$ cat src/rtl/gclp_pkg.sv
// gclp_pkg: shared types, character codes and status codes of the command line parser
// no dependencies; imported by every module of the block except gclp_fifo
package gclp_pkg;

	// request kinds
	localparam logic REQ_BYTE = 1'b0;
	localparam logic REQ_POLL = 1'b1;

	// character codes
	localparam logic [7:0] CH_TAB   = 8'h09;
	localparam logic [7:0] CH_LF    = 8'h0A;
	localparam logic [7:0] CH_VT    = 8'h0B;
	localparam logic [7:0] CH_FF    = 8'h0C;
	localparam logic [7:0] CH_CR    = 8'h0D;
	localparam logic [7:0] CH_SP    = 8'h20;
	localparam logic [7:0] CH_PLUS  = 8'h2B;
	localparam logic [7:0] CH_MINUS = 8'h2D;
	localparam logic [7:0] CH_0     = 8'h30;
	localparam logic [7:0] CH_9     = 8'h39;
	localparam logic [7:0] CH_LA    = 8'h61;
	localparam logic [7:0] CH_LZ    = 8'h7A;
	localparam logic [7:0] CASE_OFS = 8'h20;

	// keyword match progress
	localparam logic [2:0] KW_DONE = 3'd4;
	localparam logic [2:0] KW_FAIL = 3'd7;

	// token positions of interest
	localparam logic [2:0] TOK_NONE = 3'd0;
	localparam logic [2:0] TOK_KW   = 3'd1;
	localparam logic [2:0] TOK_NUM1 = 3'd2;
	localparam logic [2:0] TOK_NUM2 = 3'd3;
	localparam logic [2:0] TOK_MAX  = 3'd4;

	// result status codes
	typedef logic [2:0] status_t;
	localparam status_t ST_OK       = 3'd0;
	localparam status_t ST_BUSY     = 3'd1;
	localparam status_t ST_INVALID  = 3'd2;
	localparam status_t ST_TOO_LONG = 3'd3;
	localparam status_t ST_COMPLETE = 3'd4;

	// command kinds from front to back
	typedef logic [1:0] cmd_kind_t;
	localparam cmd_kind_t CMD_POLL = 2'd0;
	localparam cmd_kind_t CMD_LINE = 2'd1;
	localparam cmd_kind_t CMD_LONG = 2'd2;

	typedef struct packed {
		cmd_kind_t kind;
		logic      bad;
		logic      at_target;
	} gclp_cmd_t;

	typedef struct packed {
		logic sign;
		logic bad;
		logic digit;
		logic neg;
	} num_flags_t;

	// upper-case letters of the keyword
	function automatic logic [7:0] kw_char(input logic [1:0] idx);
		logic [7:0] ch;
		unique case (idx)
			2'd0: ch = 8'h47;
			2'd1: ch = 8'h4F;
			2'd2: ch = 8'h54;
			2'd3: ch = 8'h4F;
			default: ch = 8'h4F;
		endcase
		return ch;
	endfunction

endpackage

$ cat src/rtl/gclp_fifo.sv
// gclp_fifo: small register queue with full/empty flags
// no package dependencies; used for the command and result queues
module gclp_fifo #(
	parameter int WIDTH = 8,
	parameter int DEPTH = 4
) (
	input  logic             clk,
	input  logic             arst_n,
	input  logic             push,
	input  logic [WIDTH-1:0] wdata,
	output logic             full,
	input  logic             pop,
	output logic [WIDTH-1:0] rdata,
	output logic             empty
);
	localparam int AW = $clog2(DEPTH);

	logic [WIDTH-1:0] mem_q [DEPTH];
	logic [AW-1:0]    wr_q, rd_q;
	logic [AW:0]      count_q;
	logic             do_push, do_pop;

	assign full    = (count_q == (AW+1)'(DEPTH));
	assign empty   = (count_q == '0);
	assign do_push = push && !full;
	assign do_pop  = pop && !empty;
	assign rdata   = mem_q[rd_q];

	// storage
	always_ff @(posedge clk) begin
		if (do_push) begin
			mem_q[wr_q] <= wdata;
		end
	end

	// pointers and fill level
	always_ff @(posedge clk or negedge arst_n) begin
		if (!arst_n) begin
			wr_q    <= '0;
			rd_q    <= '0;
			count_q <= '0;
		end else begin
			if (do_push) wr_q <= (wr_q == AW'(DEPTH-1)) ? '0 : wr_q + 1'b1;
			if (do_pop)  rd_q <= (rd_q == AW'(DEPTH-1)) ? '0 : rd_q + 1'b1;
			if (do_push && !do_pop) count_q <= count_q + 1'b1;
			else if (do_pop && !do_push) count_q <= count_q - 1'b1;
		end
	end

endmodule

$ cat src/rtl/gclp_front.sv
// gclp_front: byte parser; builds the line, matches the keyword, accumulates numbers
// depends on gclp_pkg; emits one command per non-empty line end, overlong byte or poll
module gclp_front
	import gclp_pkg::*;
#(
	parameter int LINE_LIMIT  = 64,
	parameter int TARGET_BITS = 32
) (
	input  logic                   clk,
	input  logic                   arst_n,
	input  logic                   in_valid,
	input  logic                   req_type,
	input  logic [7:0]             rx_byte,
	input  logic                   motors_at_target,
	output logic                   cmd_push,
	output gclp_cmd_t              cmd,
	output logic [TARGET_BITS-1:0] cmd_a,
	output logic [TARGET_BITS-1:0] cmd_b
);
	localparam int CW = $clog2(LINE_LIMIT);
	localparam int PW = TARGET_BITS + 4;

	logic [CW-1:0]          count_q, count_d;
	logic [2:0]             tok_q, tok_d;
	logic                   inside_q, inside_d;
	logic [2:0]             kw_q, kw_d;
	logic [TARGET_BITS-1:0] acc_q, acc_d;
	num_flags_t             flags_q, flags_d;
	logic                   line_bad_q, line_bad_d;
	logic [TARGET_BITS-1:0] first_q, first_d;

	logic                   num_ok;
	logic [TARGET_BITS-1:0] num_value;
	logic [PW-1:0]          cap_w;

	assign cap_w  = PW'(1) << (TARGET_BITS - 1);
	assign num_ok = flags_q.digit && !flags_q.bad;

	// signed value of the current number, positive side clipped
	always_comb begin
		if (flags_q.neg) begin
			num_value = '0 - acc_q;
		end else if (acc_q[TARGET_BITS-1]) begin
			num_value = {1'b0, {(TARGET_BITS-1){1'b1}}};
		end else begin
			num_value = acc_q;
		end
	end

	assign cmd_a = first_q;
	assign cmd_b = num_value;

	// per-byte parse update
	always_comb begin
		logic                   blank, new_tok, is_digit, lead;
		logic [2:0]             tp_n;
		logic [7:0]             kc;
		logic [TARGET_BITS-1:0] acc_b;
		num_flags_t             flags_b;
		logic [PW-1:0]          prod;

		count_d    = count_q;
		tok_d      = tok_q;
		inside_d   = inside_q;
		kw_d       = kw_q;
		acc_d      = acc_q;
		flags_d    = flags_q;
		line_bad_d = line_bad_q;
		first_d    = first_q;
		cmd_push   = 1'b0;
		cmd        = '{kind: CMD_POLL, bad: 1'b0, at_target: motors_at_target};

		blank    = (rx_byte == CH_SP) || (rx_byte == CH_TAB);
		new_tok  = !inside_q;
		tp_n     = (new_tok && (tok_q < TOK_MAX)) ? tok_q + 3'd1 : tok_q;
		kc       = ((rx_byte >= CH_LA) && (rx_byte <= CH_LZ)) ? rx_byte - CASE_OFS : rx_byte;
		is_digit = (rx_byte >= CH_0) && (rx_byte <= CH_9);
		if (new_tok && ((tp_n == TOK_NUM1) || (tp_n == TOK_NUM2))) begin
			acc_b   = '0;
			flags_b = '0;
		end else begin
			acc_b   = acc_q;
			flags_b = flags_q;
		end
		lead = !flags_b.digit && !flags_b.sign;
		prod = (PW'(acc_b) << 3) + (PW'(acc_b) << 1) + PW'(rx_byte[3:0]);

		if (in_valid) begin
			if (req_type == REQ_POLL) begin
				cmd_push = 1'b1;
			end else if (rx_byte == CH_CR) begin
				// carriage return dropped
			end else if (rx_byte == CH_LF) begin
				cmd_push  = (tok_q != TOK_NONE);
				cmd.kind  = CMD_LINE;
				cmd.bad   = (kw_q != KW_DONE) || (tok_q < TOK_NUM2) || line_bad_q || !num_ok;
				count_d    = '0;
				tok_d      = TOK_NONE;
				inside_d   = 1'b0;
				kw_d       = '0;
				acc_d      = '0;
				flags_d    = '0;
				line_bad_d = 1'b0;
			end else if (count_q >= CW'(LINE_LIMIT - 1)) begin
				cmd_push   = 1'b1;
				cmd.kind   = CMD_LONG;
				count_d    = '0;
				tok_d      = TOK_NONE;
				inside_d   = 1'b0;
				kw_d       = '0;
				acc_d      = '0;
				flags_d    = '0;
				line_bad_d = 1'b0;
			end else begin
				count_d = count_q + 1'b1;
				if (blank) begin
					inside_d = 1'b0;
				end else begin
					inside_d = 1'b1;
					tok_d    = tp_n;
					// first number is frozen when the second number token starts
					if (new_tok && (tp_n == TOK_NUM2)) begin
						if (num_ok) first_d = num_value;
						else line_bad_d = 1'b1;
					end
					if (tp_n == TOK_KW) begin
						if (kw_q[2]) kw_d = KW_FAIL;
						else kw_d = (kc == kw_char(kw_q[1:0])) ? kw_q + 3'd1 : KW_FAIL;
					end else if ((tp_n == TOK_NUM1) || (tp_n == TOK_NUM2)) begin
						acc_d   = acc_b;
						flags_d = flags_b;
						if (!flags_b.bad) begin
							if (is_digit) begin
								acc_d         = (prod > cap_w) ? TARGET_BITS'(cap_w)
								                               : TARGET_BITS'(prod);
								flags_d.digit = 1'b1;
							end else if (lead && ((rx_byte == CH_VT) || (rx_byte == CH_FF))) begin
								// leading white space skipped
							end else if (lead && ((rx_byte == CH_PLUS) || (rx_byte == CH_MINUS))) begin
								flags_d.sign = 1'b1;
								flags_d.neg  = (rx_byte == CH_MINUS);
							end else begin
								flags_d.bad = 1'b1;
							end
						end
					end
				end
			end
		end
	end

	// parser state
	always_ff @(posedge clk or negedge arst_n) begin
		if (!arst_n) begin
			count_q    <= '0;
			tok_q      <= TOK_NONE;
			inside_q   <= 1'b0;
			kw_q       <= '0;
			acc_q      <= '0;
			flags_q    <= '0;
			line_bad_q <= 1'b0;
			first_q    <= '0;
		end else begin
			count_q    <= count_d;
			tok_q      <= tok_d;
			inside_q   <= inside_d;
			kw_q       <= kw_d;
			acc_q      <= acc_d;
			flags_q    <= flags_d;
			line_bad_q <= line_bad_d;
			first_q    <= first_d;
		end
	end

endmodule

$ cat src/rtl/gclp_back.sv
// gclp_back: executes parsed commands against the moving flag and forms results
// depends on gclp_pkg; reads the command queue, writes the result queue
module gclp_back
	import gclp_pkg::*;
#(
	parameter int TARGET_BITS = 32
) (
	input  logic                   clk,
	input  logic                   arst_n,
	input  logic                   cmd_empty,
	input  gclp_cmd_t              cmd,
	input  logic [TARGET_BITS-1:0] cmd_a,
	input  logic [TARGET_BITS-1:0] cmd_b,
	output logic                   cmd_pop,
	input  logic                   res_full,
	output logic                   res_push,
	output status_t                res_status,
	output logic [TARGET_BITS-1:0] res_a,
	output logic [TARGET_BITS-1:0] res_b
);
	logic moving_q, moving_d;

	assign cmd_pop = !cmd_empty && !res_full;

	// command decode
	always_comb begin
		moving_d   = moving_q;
		res_push   = 1'b0;
		res_status = ST_OK;
		res_a      = '0;
		res_b      = '0;
		if (cmd_pop) begin
			unique case (cmd.kind)
				CMD_POLL: begin
					if (moving_q && cmd.at_target) begin
						moving_d   = 1'b0;
						res_push   = 1'b1;
						res_status = ST_COMPLETE;
					end
				end
				CMD_LINE: begin
					res_push = 1'b1;
					if (cmd.bad) begin
						res_status = ST_INVALID;
					end else if (moving_q && !cmd.at_target) begin
						res_status = ST_BUSY;
					end else begin
						moving_d   = 1'b1;
						res_status = ST_OK;
						res_a      = cmd_a;
						res_b      = cmd_b;
					end
				end
				CMD_LONG: begin
					res_push   = 1'b1;
					res_status = ST_TOO_LONG;
				end
				default: begin
				end
			endcase
		end
	end

	// motion flag
	always_ff @(posedge clk or negedge arst_n) begin
		if (!arst_n) begin
			moving_q <= 1'b0;
		end else begin
			moving_q <= moving_d;
		end
	end

endmodule

$ cat src/rtl/goto_command_line_parser.sv
// A result passes two registered queues on its way from the request that causes it to
// the result ports (front parse into the command queue, then back execute into the result queue).
// Throughput: one request per cycle while the command queue is not full; one parse update per byte.
// Backpressure: full rises when the four-entry command queue fills.
// Reset: arst_n clears parser state, moving flag and both queues at once; no clearing pass.
module goto_command_line_parser
	import gclp_pkg::*;
#(
	parameter int LINE_LIMIT  = 64,
	parameter int TARGET_BITS = 32
) (
	input  logic                   clk,
	input  logic                   arst_n,
	input  logic                   push,
	output logic                   full,
	input  logic                   req_type,
	input  logic [7:0]             rx_byte,
	input  logic                   motors_at_target,
	output logic                   empty,
	input  logic                   pop,
	output logic [2:0]             status_code,
	output logic [TARGET_BITS-1:0] target_a,
	output logic [TARGET_BITS-1:0] target_b
);
	localparam int QDEPTH = 4;
	localparam int CMD_W  = $bits(gclp_cmd_t) + 2 * TARGET_BITS;
	localparam int RES_W  = $bits(status_t) + 2 * TARGET_BITS;

	logic                   in_valid;
	logic                   f_push, c_empty, c_full, c_pop;
	gclp_cmd_t              f_cmd, c_cmd;
	logic [TARGET_BITS-1:0] f_a, f_b, c_a, c_b;
	logic                   r_push, r_full;
	status_t                r_status;
	logic [TARGET_BITS-1:0] r_a, r_b;

	assign in_valid = push && !c_full;
	assign full     = c_full;

	// front: parse
	gclp_front #(
		.LINE_LIMIT (LINE_LIMIT),
		.TARGET_BITS(TARGET_BITS)
	) u_front (
		.clk             (clk),
		.arst_n          (arst_n),
		.in_valid        (in_valid),
		.req_type        (req_type),
		.rx_byte         (rx_byte),
		.motors_at_target(motors_at_target),
		.cmd_push        (f_push),
		.cmd             (f_cmd),
		.cmd_a           (f_a),
		.cmd_b           (f_b)
	);

	// command queue between front and back
	gclp_fifo #(
		.WIDTH(CMD_W),
		.DEPTH(QDEPTH)
	) u_cmd_q (
		.clk   (clk),
		.arst_n(arst_n),
		.push  (f_push),
		.wdata ({f_cmd, f_a, f_b}),
		.full  (c_full),
		.pop   (c_pop),
		.rdata ({c_cmd, c_a, c_b}),
		.empty (c_empty)
	);

	// back: execute
	gclp_back #(
		.TARGET_BITS(TARGET_BITS)
	) u_back (
		.clk       (clk),
		.arst_n    (arst_n),
		.cmd_empty (c_empty),
		.cmd       (c_cmd),
		.cmd_a     (c_a),
		.cmd_b     (c_b),
		.cmd_pop   (c_pop),
		.res_full  (r_full),
		.res_push  (r_push),
		.res_status(r_status),
		.res_a     (r_a),
		.res_b     (r_b)
	);

	// result queue toward the consumer
	gclp_fifo #(
		.WIDTH(RES_W),
		.DEPTH(QDEPTH)
	) u_res_q (
		.clk   (clk),
		.arst_n(arst_n),
		.push  (r_push),
		.wdata ({r_status, r_a, r_b}),
		.full  (r_full),
		.pop   (pop),
		.rdata ({status_code, target_a, target_b}),
		.empty (empty)
	);

endmodule

$ cat config.mk
export PLATFORM = sky130hd
export DESIGN_NAME = goto_command_line_parser
export DESIGN_NICKNAME = d
export VERILOG_FILES = /design/src/rtl/gclp_pkg.sv /design/src/rtl/gclp_fifo.sv /design/src/rtl/gclp_front.sv /design/src/rtl/gclp_back.sv /design/src/rtl/goto_command_line_parser.sv
export SDC_FILE = /design/constraint.sdc
export NUM_CORES = 1
export LEC_CHECK = 0
export BUFFER_PORTS_ARGS = -buffer_cell sky130_fd_sc_hd__buf_2
export CAP_MARGIN = 25
export CORE_MARGIN = 2
export CORE_UTILIZATION = 60
export DETAILED_ROUTE_END_ITERATION = 12
export GPL_ROUTABILITY_DRIVEN = 1
export PLACE_DENSITY = 0.77
export SLEW_MARGIN = 25
export SYNTH_ARGS = -nofsm -noshare
export SYNTH_HDL_FRONTEND = slang
export SYNTH_SLANG_ARGS = --single-unit
$ cat constraint.sdc
create_clock -name clk -period 9.2 [get_ports clk]
set_input_delay 1.38 -clock clk [delete_from_list [all_inputs] [get_ports clk]]
set_output_delay 1.38 -clock clk [all_outputs]
set_load 0.03 [all_outputs]
# Yosys cells after proc, flatten, opt, wreduce, memory -nomap -nowiden
# Memories as Yosys holds them, arrays and structs flattened.
# Cells that the tools add are included.
# word_totals
elab_cells	239
ramBits	540
latchBits	0
ff_bits	97
in_bits	14
out_inout_bits	69
memories	2
romBits	0
# mem_list
name	words	width	rd	rd_clocked_by_memory_dff	wr	line_no	rtl
u_cmd_q.mem_q	4	68	1	0	1	gclp_fifo.sv:18	logic [WIDTH-1:0] mem_q [DEPTH];
u_res_q.mem_q	4	67	1	0	1	gclp_fifo.sv:18	
# op_classes
mux	99
n_mul	0
n_addsub	15
eq_ne	30
n_reduce_logical	62
shifts	0
n_bitwise	5
div_mod_pow	0
n_lt_le_gt_ge	8
# ops
op	count
$mux 32	18
$mux 8	9
$mux 3	20
$eq 8x4->1 const B	5
$add 35x33->36	1
$add 36x4->36	1
$gt 36x32->1 const B	1
$sub 1x32->32 const A	1
$mux 31	1
$mux 1	30
$mux 4	7
$eq 8x6->1 const B	3
$pmux 8 s3	1
$logic_and 1x1->1	21
$mux 2	8
$eq 2x2->1 const B	7
$logic_not 1->1	14
$add 3x1->3 const B	4
$mux 6	2
$reduce_and 6->1	2
$reduce_bool 3->1	4
$reduce_and 5->1	2
$ne 3x3->1 const B	3
$pmux 3 s3	1
other kinds (29)	53

# Longest topological paths before layout
# Gate-level depths: netlist of the first run.
# logic_depth
ltp_word	19
depth_mapped	18
mapped_depth_nobuf	16

# By module
# A second synthesis of the first run with hierarchy kept.
# unflattened
hier_cells	1780
area_unflattened_um2	28335.9
# modules_own_cells
mod	cells_each	area_per_inst_um2	seq_area_each_um2	n_inst
gclp_fifo at u_cmd_q	393	10239.8	8343.0	1
gclp_fifo at u_res_q	388	10121.0	8222.9	1
gclp_front	901	7274.5	2052.0	1
gclp_back	97	686.9	25.0	1
goto_command_line_parser	1	13.8	0.0	1

# Worst setup path after synthesis of the first run
# Ideal clock, no wire load.
# synth_timing
path_kind	input-to-reg
start	in rx_byte[4]
end	mem u_cmd_q.mem_q[0][0] (netlist name) (enable)
stages	6
required_ps	8767
n_path_buf	0
setup_time_ps	433
setup_slack_ps	4351
arrival_time_ps	4416
path_cell_list	nor4_2 nand4_1 nand2_1 a31oi_1 nor3_1 and2_1
# synth_via
elab_chain_len	8
word_cells_on_any_way	9
cone_classes	2 x eq/ne; 6 x mux; 1 x reduce/logical
# synth_rtl
element	line_no	rtl
start: declaration	goto_command_line_parser.sv:17	input logic [7:0] rx_byte,
$eq 8x4->1	gclp_front.sv:93	end else if (rx_byte == CH_LF) begin
$mux 1	gclp_front.sv:93	
$mux 1 (*)	gclp_front.sv:91	end else if (rx_byte == CH_CR) begin
$mux 1 (*)	gclp_front.sv:89	if (req_type == REQ_POLL) begin
$mux 1 (*)	gclp_front.sv:88	if (in_valid) begin
$logic_and 1x1->1 (*)	gclp_fifo.sv:25	assign do_push = push && !full;
named net u_cmd_q.do_push	gclp_fifo.sv:21	logic do_push, do_pop;
$mux 1 (*)	gclp_fifo.sv:31	if (do_push) begin
$mux 1 (not written as such) (*)	gclp_fifo.sv:32	mem_q[wr_q] <= wdata;
end: declaration	gclp_fifo.sv:18	
# The timed path passes the listed nets; every way through them passes the cells marked *.

# Worst setup path after layout of the first run
# layout_timing
start	reg u_front.tok_q[0]
end	reg u_front.acc_q[26]
# layout_via
elab_chain_len	18
word_cells_on_any_way	25
cone_classes	3 x add/sub; 2 x order compare; 4 x eq/ne; 11 x mux; 5 x reduce/logical
# layout_rtl
element	line_no	rtl
start: declaration	gclp_front.sv:24	logic [2:0] tok_q, tok_d;
start signal: assignment	gclp_front.sv:165	tok_q <= tok_d;
$lt 3x3->1	gclp_front.sv:75	tp_n = (new_tok && (tok_q < TOK_MAX)) ? tok_q + 3'd1 : tok_q;
$logic_and 1x1->1	gclp_front.sv:75	
$mux 3 (*)	gclp_front.sv:75	
$eq 3x2->1	gclp_front.sv:78, gclp_front.sv:129	
$logic_or 1x1->1	gclp_front.sv:78, gclp_front.sv:129	
$logic_and 1x1->1	gclp_front.sv:78	if (new_tok && ((tp_n == TOK_NUM1) || (tp_n == TOK_NUM2))) begin
$mux 32	gclp_front.sv:78	
$add 35x33->36	gclp_front.sv:86	prod = (PW'(acc_b) << 3) + (PW'(acc_b) << 1) + PW'(rx_byte[3:0]);
[... 2 more ...]	-	
$mux 32	gclp_front.sv:134	acc_d = (prod > cap_w) ? TARGET_BITS'(cap_w)
$mux 32	gclp_front.sv:133	if (is_digit) begin
$mux 32	gclp_front.sv:132	if (!flags_b.bad) begin
$mux 32	gclp_front.sv:129	end else if ((tp_n == TOK_NUM1) || (tp_n == TOK_NUM2)) begin
$mux 32	gclp_front.sv:126	if (tp_n == TOK_KW) begin
$mux 32	gclp_front.sv:116	if (blank) begin
$mux 32	gclp_front.sv:104	end else if (count_q >= CW'(LINE_LIMIT - 1)) begin
$mux 32	gclp_front.sv:93	
end signal: assignment	gclp_front.sv:159	acc_q <= '0;
end signal: assignment	gclp_front.sv:168	acc_q <= acc_d;
end: declaration	gclp_front.sv:27	logic [TARGET_BITS-1:0] acc_q, acc_d;
# Every way passes the cells marked *; elsewhere a longest branch is shown, timed or not. The select of a mux whose other input is x is not followed.
# A chain may end at the register's enable or synchronous reset.

==> metrics.md, run 1 <==
| Metric | Value |
|---|---|
| Post-synth cell types | `75` |
| Post-Synth Simple-Gate Area | `7.87%` |
| Post-Synth Adder-Cell Area | `4.11%` |
| Setup crit start kind | `flop` |
| Hold-fix buffers, CTS | `0` |
| GRT Residual Overflow | `0` |
| Pleak | `approximately 12 nW` |
| FP Rows | `79` |
| Vias in the first global route | `approximately 16000` |
| Final setup fails | `0` |
| Worst Max-Slew Pin Slew | `~1100 ps` |
| Total CTS buffers | `approximately 60` |
| Initial drt markers | `approximately 1700` |
| ANT nets after route | `0` |
| First-pass detailed-route iteration total | `5` |
| Final Cycle Share | `between 50% and 60%` |
| Final WL | `63100 microns` |
| Post-CTS Setup Repair Bufs | `0` |
| Worst Hold Class | `flop to flop` |
| EDFF count, synth | `540` |
| Area growth syn-to-layout | `11.0%` |
| Crit path DAT | `about 5600 ps` |
| CTS tree | `yes` |
| Main synth FF type | `edfxtp_1` |
| # diodes | `0` |
| Xor/xnor share of the synthesized area | `2.01%` |
| Worst rel slew slack | `~30%` |
| Status | `finished, final reports clean` |
| DR WL/cell | `around 26 microns` |
| Gpl congestion | `0.812` |
| Final Net Count | `approximately 1900` |
| Cells after Synth | `around 1700` |
| Resized cells post-CTS | `0` |
| DRC viols | `0` |
| DR vias | `about 16000` |
| PD cells | `approximately 320 mW/mm^2` |
| CP max FO | `36` |
| H-tree levels | `2` |
| Tmin final | `a little over 5000 ps` |
| Post-Syn Nets | `~1800` |
| Synth async-reset ratio | `roughly 15%` |
| Tot GR Track Use | `26.6%` |
| Global-route wire length before repair | `96700 microns` |
| Top cell type's share of synthesized area | `about three fifths` |
| Worst-path clk slew | `about 60 ps` |
| Hold Fails Final Rpt | `0` |
| Total power | `9.93 mW` |
| Clk root buf | `clkbuf_16` |
| CP Class | `flop to flop` |
| Synth Warn # | `0` |
| HPWL Detailed | `35400 microns` |
| Worst-skew pair later-pin latency | `approximately 620 ps` |
| Largest net degree at the start of global routing | `68` |
| Clock Sinks | `637` |
| Synth Register Bits | `approximately 640` |
| Largest family of logic cells by synthesized area | `multiplexers` |
| Die Area | `between 0.04 and 0.05 sq mm` |
| Synthesized cell area | `roughly 0.028 sq mm` |
| Worst vdd ir | `approximately 390 uV` |
| Required time worst endpoint | `between 9000 and 10000 ps` |
| Slew Viols, Final | `0` |
| CP endpoint kind | `flop` |
| Clock Tree Buf Depth | `3` |
| Layout cells sized above 1 | `a little over a fifth` |
| Die height | `~220 microns` |
| Mux share of post-synthesis cell area | `around 12%` |
| Via density per instance | `roughly 6.4` |
| Initial core utilization | `about 60%` |
| Setup TNS | `0 ps` |
| RSZ-0062 raised after global routing | `no` |
| Register area share after synthesis | `~67%` |
| Post-synthesis compound-gate area fraction | `5.27%` |
| Syn Area/Cell | `between 15 and 20 sq um` |
| Skew final | `between 20 and 30 ps` |
| Port Buffer Count | `between 80 and 90` |
| Synth area leaders | `edfxtp_1 58%, mux4_2 11%, dfrtp_1 8.7%, ha_1 3.9%, and3_1 1.5%` |
| Cell taking the most area after synthesis | `edfxtp_1` |
| Ports | `83` |
| Max Cap Viol | `0` |
| Fmax | `roughly 200 MHz` |
| Antenna violations before repair | `3` |
| Core box area | `0.0463 sq mm` |
| Die W | `roughly 220 microns` |
[layout by cell type, fill, tap and decap left out, types with 6 or more instances in the layout]
| cell type | instances |
|---|---|
| a21o_1 | 21 |
| a21oi_1 | 79 |
| a31oi_1 | 10 |
| and2_1 | 31 |
| and2_2 | 8 |
| and3_1 | 69 |
| buf_2 | 81 |
| buf_4 | 21 |
| bufinv_16 | 8 |
| clkbuf_1 | 11 |
| clkbuf_16 | 59 |
| clkinv_1 | 8 |
| clkinv_2 | 11 |
| clkinvlp_4 | 6 |
| dfrtp_1 | 93 |
| edfxtp_1 | 540 |
| ha_1 | 87 |
| inv_1 | 34 |
| mux2_2 | 34 |
| mux4_2 | 135 |
| nand2_1 | 100 |
| nand2b_1 | 7 |
| nand3_1 | 18 |
| nand4_1 | 14 |
| nor2_1 | 87 |
| nor2b_1 | 7 |
| nor3_1 | 23 |
| o21ai_0 | 74 |
| or3_1 | 7 |
| or4_1 | 6 |
| xnor2_1 | 33 |
| xor2_1 | 31 |
[routing by layer]
layer  track usage, %  share of wire [%]  vias up
met3             4.80                6.7       98
met1             37.4                 41     8198
met4             6.42                2.0        4
met5                0              0.035        -
li1                 -                  -     6941
met2             43.8                 50      720
[cell families after synthesis]
family / count (synthesis)
adder cells (fa/ha/maj): 90
AO/OA/AOI/OAI: 240
XOR/XNOR: 64
AND/OR/NAND/NOR: 417
buffers and inverters: 119
flip-flops: 637
multiplexers: 171
[report_power, final]
group	total (mW)	internal (mW)	switching [mW]	leakage [nW]
Combinational	3.06	1.12	1.95	4.35
Clock	2.51	1.44	1.07	0.963
Sequential	4.36	3.97	0.381	6.35
Total	9.93	6.53	3.40	11.7
[flip-flops by register name, indices dropped and copies added, names as in the netlist, 3 cells and up]
name	cells
u_cmd_q.count_q	3
u_cmd_q.mem_q	272
u_front.acc_q	32
u_front.cmd_a	32
u_front.count_q	6
u_front.flags_q	4
u_front.kw_q	3
u_front.tok_q	3
u_res_q.count_q	3
u_res_q.mem_q	268
[final timing paths]
path                                         start                  to  slack, ps  cells past startpoint
worst max-delay path              u_front.tok_q[0]   u_front.acc_q[26]       4100                     15
worst min-delay path            u_front.flags_q[3]  u_front.flags_q[3]        490                      2
worst max register to register    u_front.tok_q[0]   u_front.acc_q[26]       4100                     15
worst min register to register  u_front.flags_q[3]  u_front.flags_q[3]        490                      2
max in group asynchronous                   arst_n     u_cmd_q.rd_q[0]       7080                      2
min in group asynchronous                   arst_n     u_res_q.rd_q[0]        730                      1
[layout make-up]
cell class,count,area [sq um]
tap,607,759
sequential,637,18700
timing repair buffer,104,602
inverter,34,128
clock inverter,38,443
clock buffer,73,1560
multi-input combinational,982,8850
fill,2920,15300
[critical path, cell delays in order (launching register included)]
cell	delay [ps]
dfrtp_1	420
inv_1	70
ha_1	340
or4b_2	960
and2_1	330
ha_1	300
ha_1	420
a21o_1	240
a31oi_1	220
o221ai_1	250
or4_1	550
o211a_1	180
a21oi_1	140
nand4_1	100
buf_4	240
o21ai_0	210
[synth_stat cells, types with 4 or more instances]
library cell    n
mux4_2        135
ha_1           87
xnor2_1        33
nor4_1          4
or3_1           7
or4b_2          4
edfxtp_1      540
nand4_1        14
o211ai_1        4
xor2_1         31
nand2b_1        8
nor3b_1         6
a31oi_1        10
nor2_1         87
o21ai_0        75
nand3b_1        4
nor3_1         23
inv_1          34
nand3_1        18
o31a_1          5
nor2b_1         7
clkbuf_1       62
buf_1          15
or4_1           6
buf_2           8
a21oi_1        79
and3_1         69
and2_1         39
o211a_1         4
o31ai_1         5
dfrtp_1        97
nand2_1       100
a21o_1         21
mux2_2         34
[stage by stage]
stage,instances,hold WS [ps],util (%),cell area [sq um],setup WS (ps)
final,2475,489,67.0,31000,4100
after CTS,2474,487,66.9,31000,4120
after floorplan,1738,446,-,27900,4350
after global routing,2475,509,67.0,31000,3730
after detailed placement,2363,472,62.6,29000,4140
after global placement,2363,463,62.6,29000,4280
Power figures use the tool's default switching activity.
==> inputs of run 2 (changes only) <==
--- a/config.mk
+++ b/config.mk
@@ -5,10 +5,11 @@
 export SDC_FILE = /design/constraint.sdc
 export NUM_CORES = 1
 export LEC_CHECK = 0
+export ABC_AREA = 1
 export BUFFER_PORTS_ARGS = -buffer_cell sky130_fd_sc_hd__buf_2
 export CAP_MARGIN = 25
 export CORE_MARGIN = 2
-export CORE_UTILIZATION = 60
+export CORE_UTILIZATION = 57
 export DETAILED_ROUTE_END_ITERATION = 12
 export GPL_ROUTABILITY_DRIVEN = 1
 export PLACE_DENSITY = 0.77
==> constraint.sdc (replaced) <==
create_clock -name clk -period 4.1 [get_ports clk]
set_input_delay 0.615 -clock clk [delete_from_list [all_inputs] [get_ports clk]]
set_output_delay 0.615 -clock clk [all_outputs]
set_load 0.03 [all_outputs]
==> metrics.md, run 2 <==
| Metric | Value |
|---|---|
| Cells after Synth | `2959 (was 1738)` |
| Most frequent cells in the layout | `741 x nand2_1, 540 x edfxtp_1, 250 x nor2_1 (was 540 x edfxtp_1, 135 x mux4_2, 100 x nand2_1)` |
| Synth top cells by count | `799 x nand2_1, 540 x edfxtp_1, 277 x nor2_1 (was 540 x edfxtp_1, 135 x mux4_2, 100 x nand2_1)` |
| Synth async-reset ratio | `15.2% (unchanged)` |
| Synth Register Bits | `637 (unchanged)` |
| Post-Synth Adder-Cell Area | `3.86% (was 4.11%)` |
| Worst Hold Class | `input port to flop (was flop to flop)` |
| Initial drt markers | `2266 (was 1683)` |
| CTS tree | `yes (unchanged)` |
| CP Class | `flop to flop (unchanged)` |
| Final core utilization | `68.5% (was 67.0%)` |
| Largest net degree at the start of global routing | `137 (was 68)` |
| Register name with the most flops | `u_cmd_q.mem_q (unchanged)` |
| Final WL | `75700 microns (was 63100 microns)` |
| GRT Residual Overflow | `0 (unchanged)` |
| H-tree levels | `2 (unchanged)` |
| Worst-path clk slew | `60 ps (about the same)` |
| Total power | `25.8 mW (was 9.93 mW)` |
| Port Buffer Count | `82 (unchanged)` |
| ANT nets after route | `0 (unchanged)` |
| Register area share after synthesis | `62.6% (was 66.8%)` |
| Tmin final | `4310 ps (was 5100 ps)` |
| Setup crit start kind | `flop (unchanged)` |
| WL met2 | `37100 microns (was 31500 microns)` |
| Final Cycle Share | `105% (was 55.4%)` |
| Wl on met1 | `30900 microns (was 26100 microns)` |
| Count leader, synth | `nand2_1 (was edfxtp_1)` |
| Worst vdd ir | `486 uV (was 389 uV)` |
| CP max-delay cell | `dfrtp_1 (was or4b_2)` |
| Via density per instance | `5.83 (was 6.45)` |
| Regs by FF count | `u_cmd_q.mem_q: 272 flops, u_res_q.mem_q: 268 flops (unchanged)` |
| Ports | `83 (unchanged)` |
| # diodes | `0 (unchanged)` |
| Xor/xnor share of the synthesized area | `0.324% (was 2.01%)` |
| PD cells | `733 mW/mm^2 (was 320 mW/mm^2)` |
| Post-synth cell types | `49 (was 75)` |
| Max stage delay on crit path | `420 ps (was 960 ps)` |
| Hold Fails Final Rpt | `0 (unchanged)` |
| Pleak | `14.6 nW (was 11.7 nW)` |
| Max Cap Viol | `0 (unchanged)` |
| Synth area leaders | `edfxtp_1 54%, nand2_1 10%, dfrtp_1 8.2%, ha_1 3.7%, o21ai_0 3.5% (was edfxtp_1 58%, mux4_2 11%, dfrtp_1 8.7%, ha_1 3.9%, and3_1 1.5%)` |
| EDFF count, synth | `540 (unchanged)` |
| Die Area | `0.0541 sq mm (was 0.0483 sq mm)` |
| Fin worst setup slack | `-209 ps (was 4100 ps)` |
| Top cell type's share of synthesized area | `54.5% (was 58.1%)` |
| Required time worst endpoint | `4650 ps (was 9710 ps)` |
| DR WL/cell | `19.4 microns (was 25.5 microns)` |
| Total CTS buffers | `59 (unchanged)` |
| Tot GR Track Use | `27.7% (was 26.6%)` |
| CP max FO | `8 (was 36)` |
| Gpl congestion | `0.946 (was 0.812)` |
| Initial core utilization | `57.8% (was 60.4%)` |
| Synth Warn # | `0 (unchanged)` |
| Skew final | `15.1 ps (was 26.2 ps)` |
| Final setup fails | `32 (was 0)` |
| Max FFs per register | `272 (unchanged)` |
| Syn Area/Cell | `10.1 sq um (was 16.1 sq um)` |
| Die height | `233 microns (was 220 microns)` |
| Slew Viols, Final | `0 (unchanged)` |
| Most used cell, CP | `nand2_1 (was ha_1)` |
| Status | `finished, violations left (was finished, final reports clean)` |
| Clock Tree Buf Depth | `3 (unchanged)` |
| Layout cells sized above 1 | `17.7% (was 21.6%)` |
| Clk root buf | `clkbuf_16 (unchanged)` |
| CP top delay family | `simple AND/OR/NAND/NOR gates (unchanged)` |
| DRC viols | `0 (unchanged)` |
| Die W | `233 microns (was 220 microns)` |
| Vias in the first global route | `21900 (was 16000)` |
| First-pass detailed-route iteration total | `6 (was 5)` |
| Worst rel slew slack | `25.9% (was 29.9%)` |
| Fmax | `232 MHz (was 196 MHz)` |
| Largest family of logic cells by synthesized area | `simple AND/OR/NAND/NOR gates (was multiplexers)` |
| Main synth FF type | `edfxtp_1 (unchanged)` |
| Post-Syn Nets | `3063 (was 1842)` |
| Global-route wire length before repair | `117000 microns (was 96700 microns)` |
| HPWL Detailed | `48300 microns (was 35400 microns)` |
| Metal3 WL | `5300 microns (was 4240 microns)` |
| Crit path DAT | `4860 ps (was 5610 ps)` |
| CP endpoint kind | `flop (unchanged)` |
| DR vias | `22700 (was 16000)` |
| Area growth syn-to-layout | `18.5% (was 11.0%)` |
| RSZ-0062 raised after global routing | `yes (was no)` |
| Final Net Count | `3273 (was 1922)` |
| Worst-skew pair later-pin latency | `620 ps (about the same)` |
| Synthesized cell area | `0.0298 sq mm (was 0.0279 sq mm)` |
| Post-synthesis compound-gate area fraction | `11.0% (was 5.27%)` |
| Cell taking the most area after synthesis | `edfxtp_1 (unchanged)` |
| Mux share of post-synthesis cell area | `0.105% (was 12.4%)` |
| CP bufs+invs | `8 (was 2)` |
| Commonest non-fill, non-tap cell in the layout | `nand2_1 (was edfxtp_1)` |
| FP Rows | `83 (was 79)` |
| Uppermost layer routed | `met4 (was met5)` |
| Core box area | `0.0515 sq mm (was 0.0463 sq mm)` |
| Violations in the final reports | `negative setup slack` |
| Clock Sinks | `637 (unchanged)` |
| Post-Synth Simple-Gate Area | `16.9% (was 7.87%)` |
| Antenna violations before repair | `0 (was 3)` |
| Worst Max-Slew Pin Slew | `1100 ps (was 1050 ps)` |
## run 2: stage by stage
step / instance area (sq um) / setup slack (ps) / std cells / hold slack [ps] / TNS [ps]
2_1_floorplan: 29800 / -1030 / 2959 / 319 / -275260
6_report: 35300 / -209 / 3897 / 232 / -5350
3_5_place_dp: 32200 / -243 / 3761 / 501 / -6660
5_1_grt: 35300 / -365 / 3897 / 211 / -10840
3_3_place_gp: 32100 / -178 / 3760 / 485 / -4850
4_1_cts: 34800 / -88.8 / 3888 / 202 / -1650
## run 2: worst paths after layout
kind | start | slack [ps] | to | cells past startpoint
max | u_front.tok_q[0] | -210 | u_front.acc_q[14] | 33
max reg2reg | u_front.tok_q[0] | -210 | u_front.acc_q[14] | 33
max in group asynchronous | arst_n | 2710 | u_res_q.rd_q[0] | 3
min | motors_at_target | 230 | u_cmd_q.mem_q[1][64] | 1
min in group asynchronous | arst_n | 490 | u_front.count_q[3] | 2
min reg2reg | u_res_q.count_q[2] | 510 | u_res_q.count_q[2] | 1
## run 2: final cells by class
type,instances,area [sq um]
sequential,637,18700
fill,3679,16200
multi-input combinational,1926,10500
timing repair buffer,286,2380
clock buffer,78,1620
inverter,259,981
tap,680,851
clock inverter,31,270
## run 2: logic make-up (layout without fill, tap and decap cells)
kind of cell,count (synthesis),in the layout
xor+xnor,11,11
compound gates,574,574
simple gates,1248,1248
mux,3,3
flops,637,637
buf+inv,396,654
fa+ha+maj,90,90
## run 2: per-layer routing
metal / up-vias / GRT usage, %
li1: 10600 / -
met2: 970 / 46.2
met1: 11000 / 37.7
met5: - / 0
met3: 153 / 3.79
met4: 0 / 9.49
## run 2: power breakdown
group / total (mW) / switching (mW) / internal, mW
logic: 10.5 / 7.41 / 3.10
registers: 10.0 / 0.600 / 9.42
clock network: 5.32 / 2.29 / 3.03
## run 2: timing repair
item                                   in CTS  in global routing
setup endpoints to repair                  32                 32
pin swaps                                  20                 46
buffers inserted                           12                  8
gates cloned                                5                  2
endpoints found under the hold margin      29                  0
hold buffers                                1                  0
gates resized for setup                   100                 90
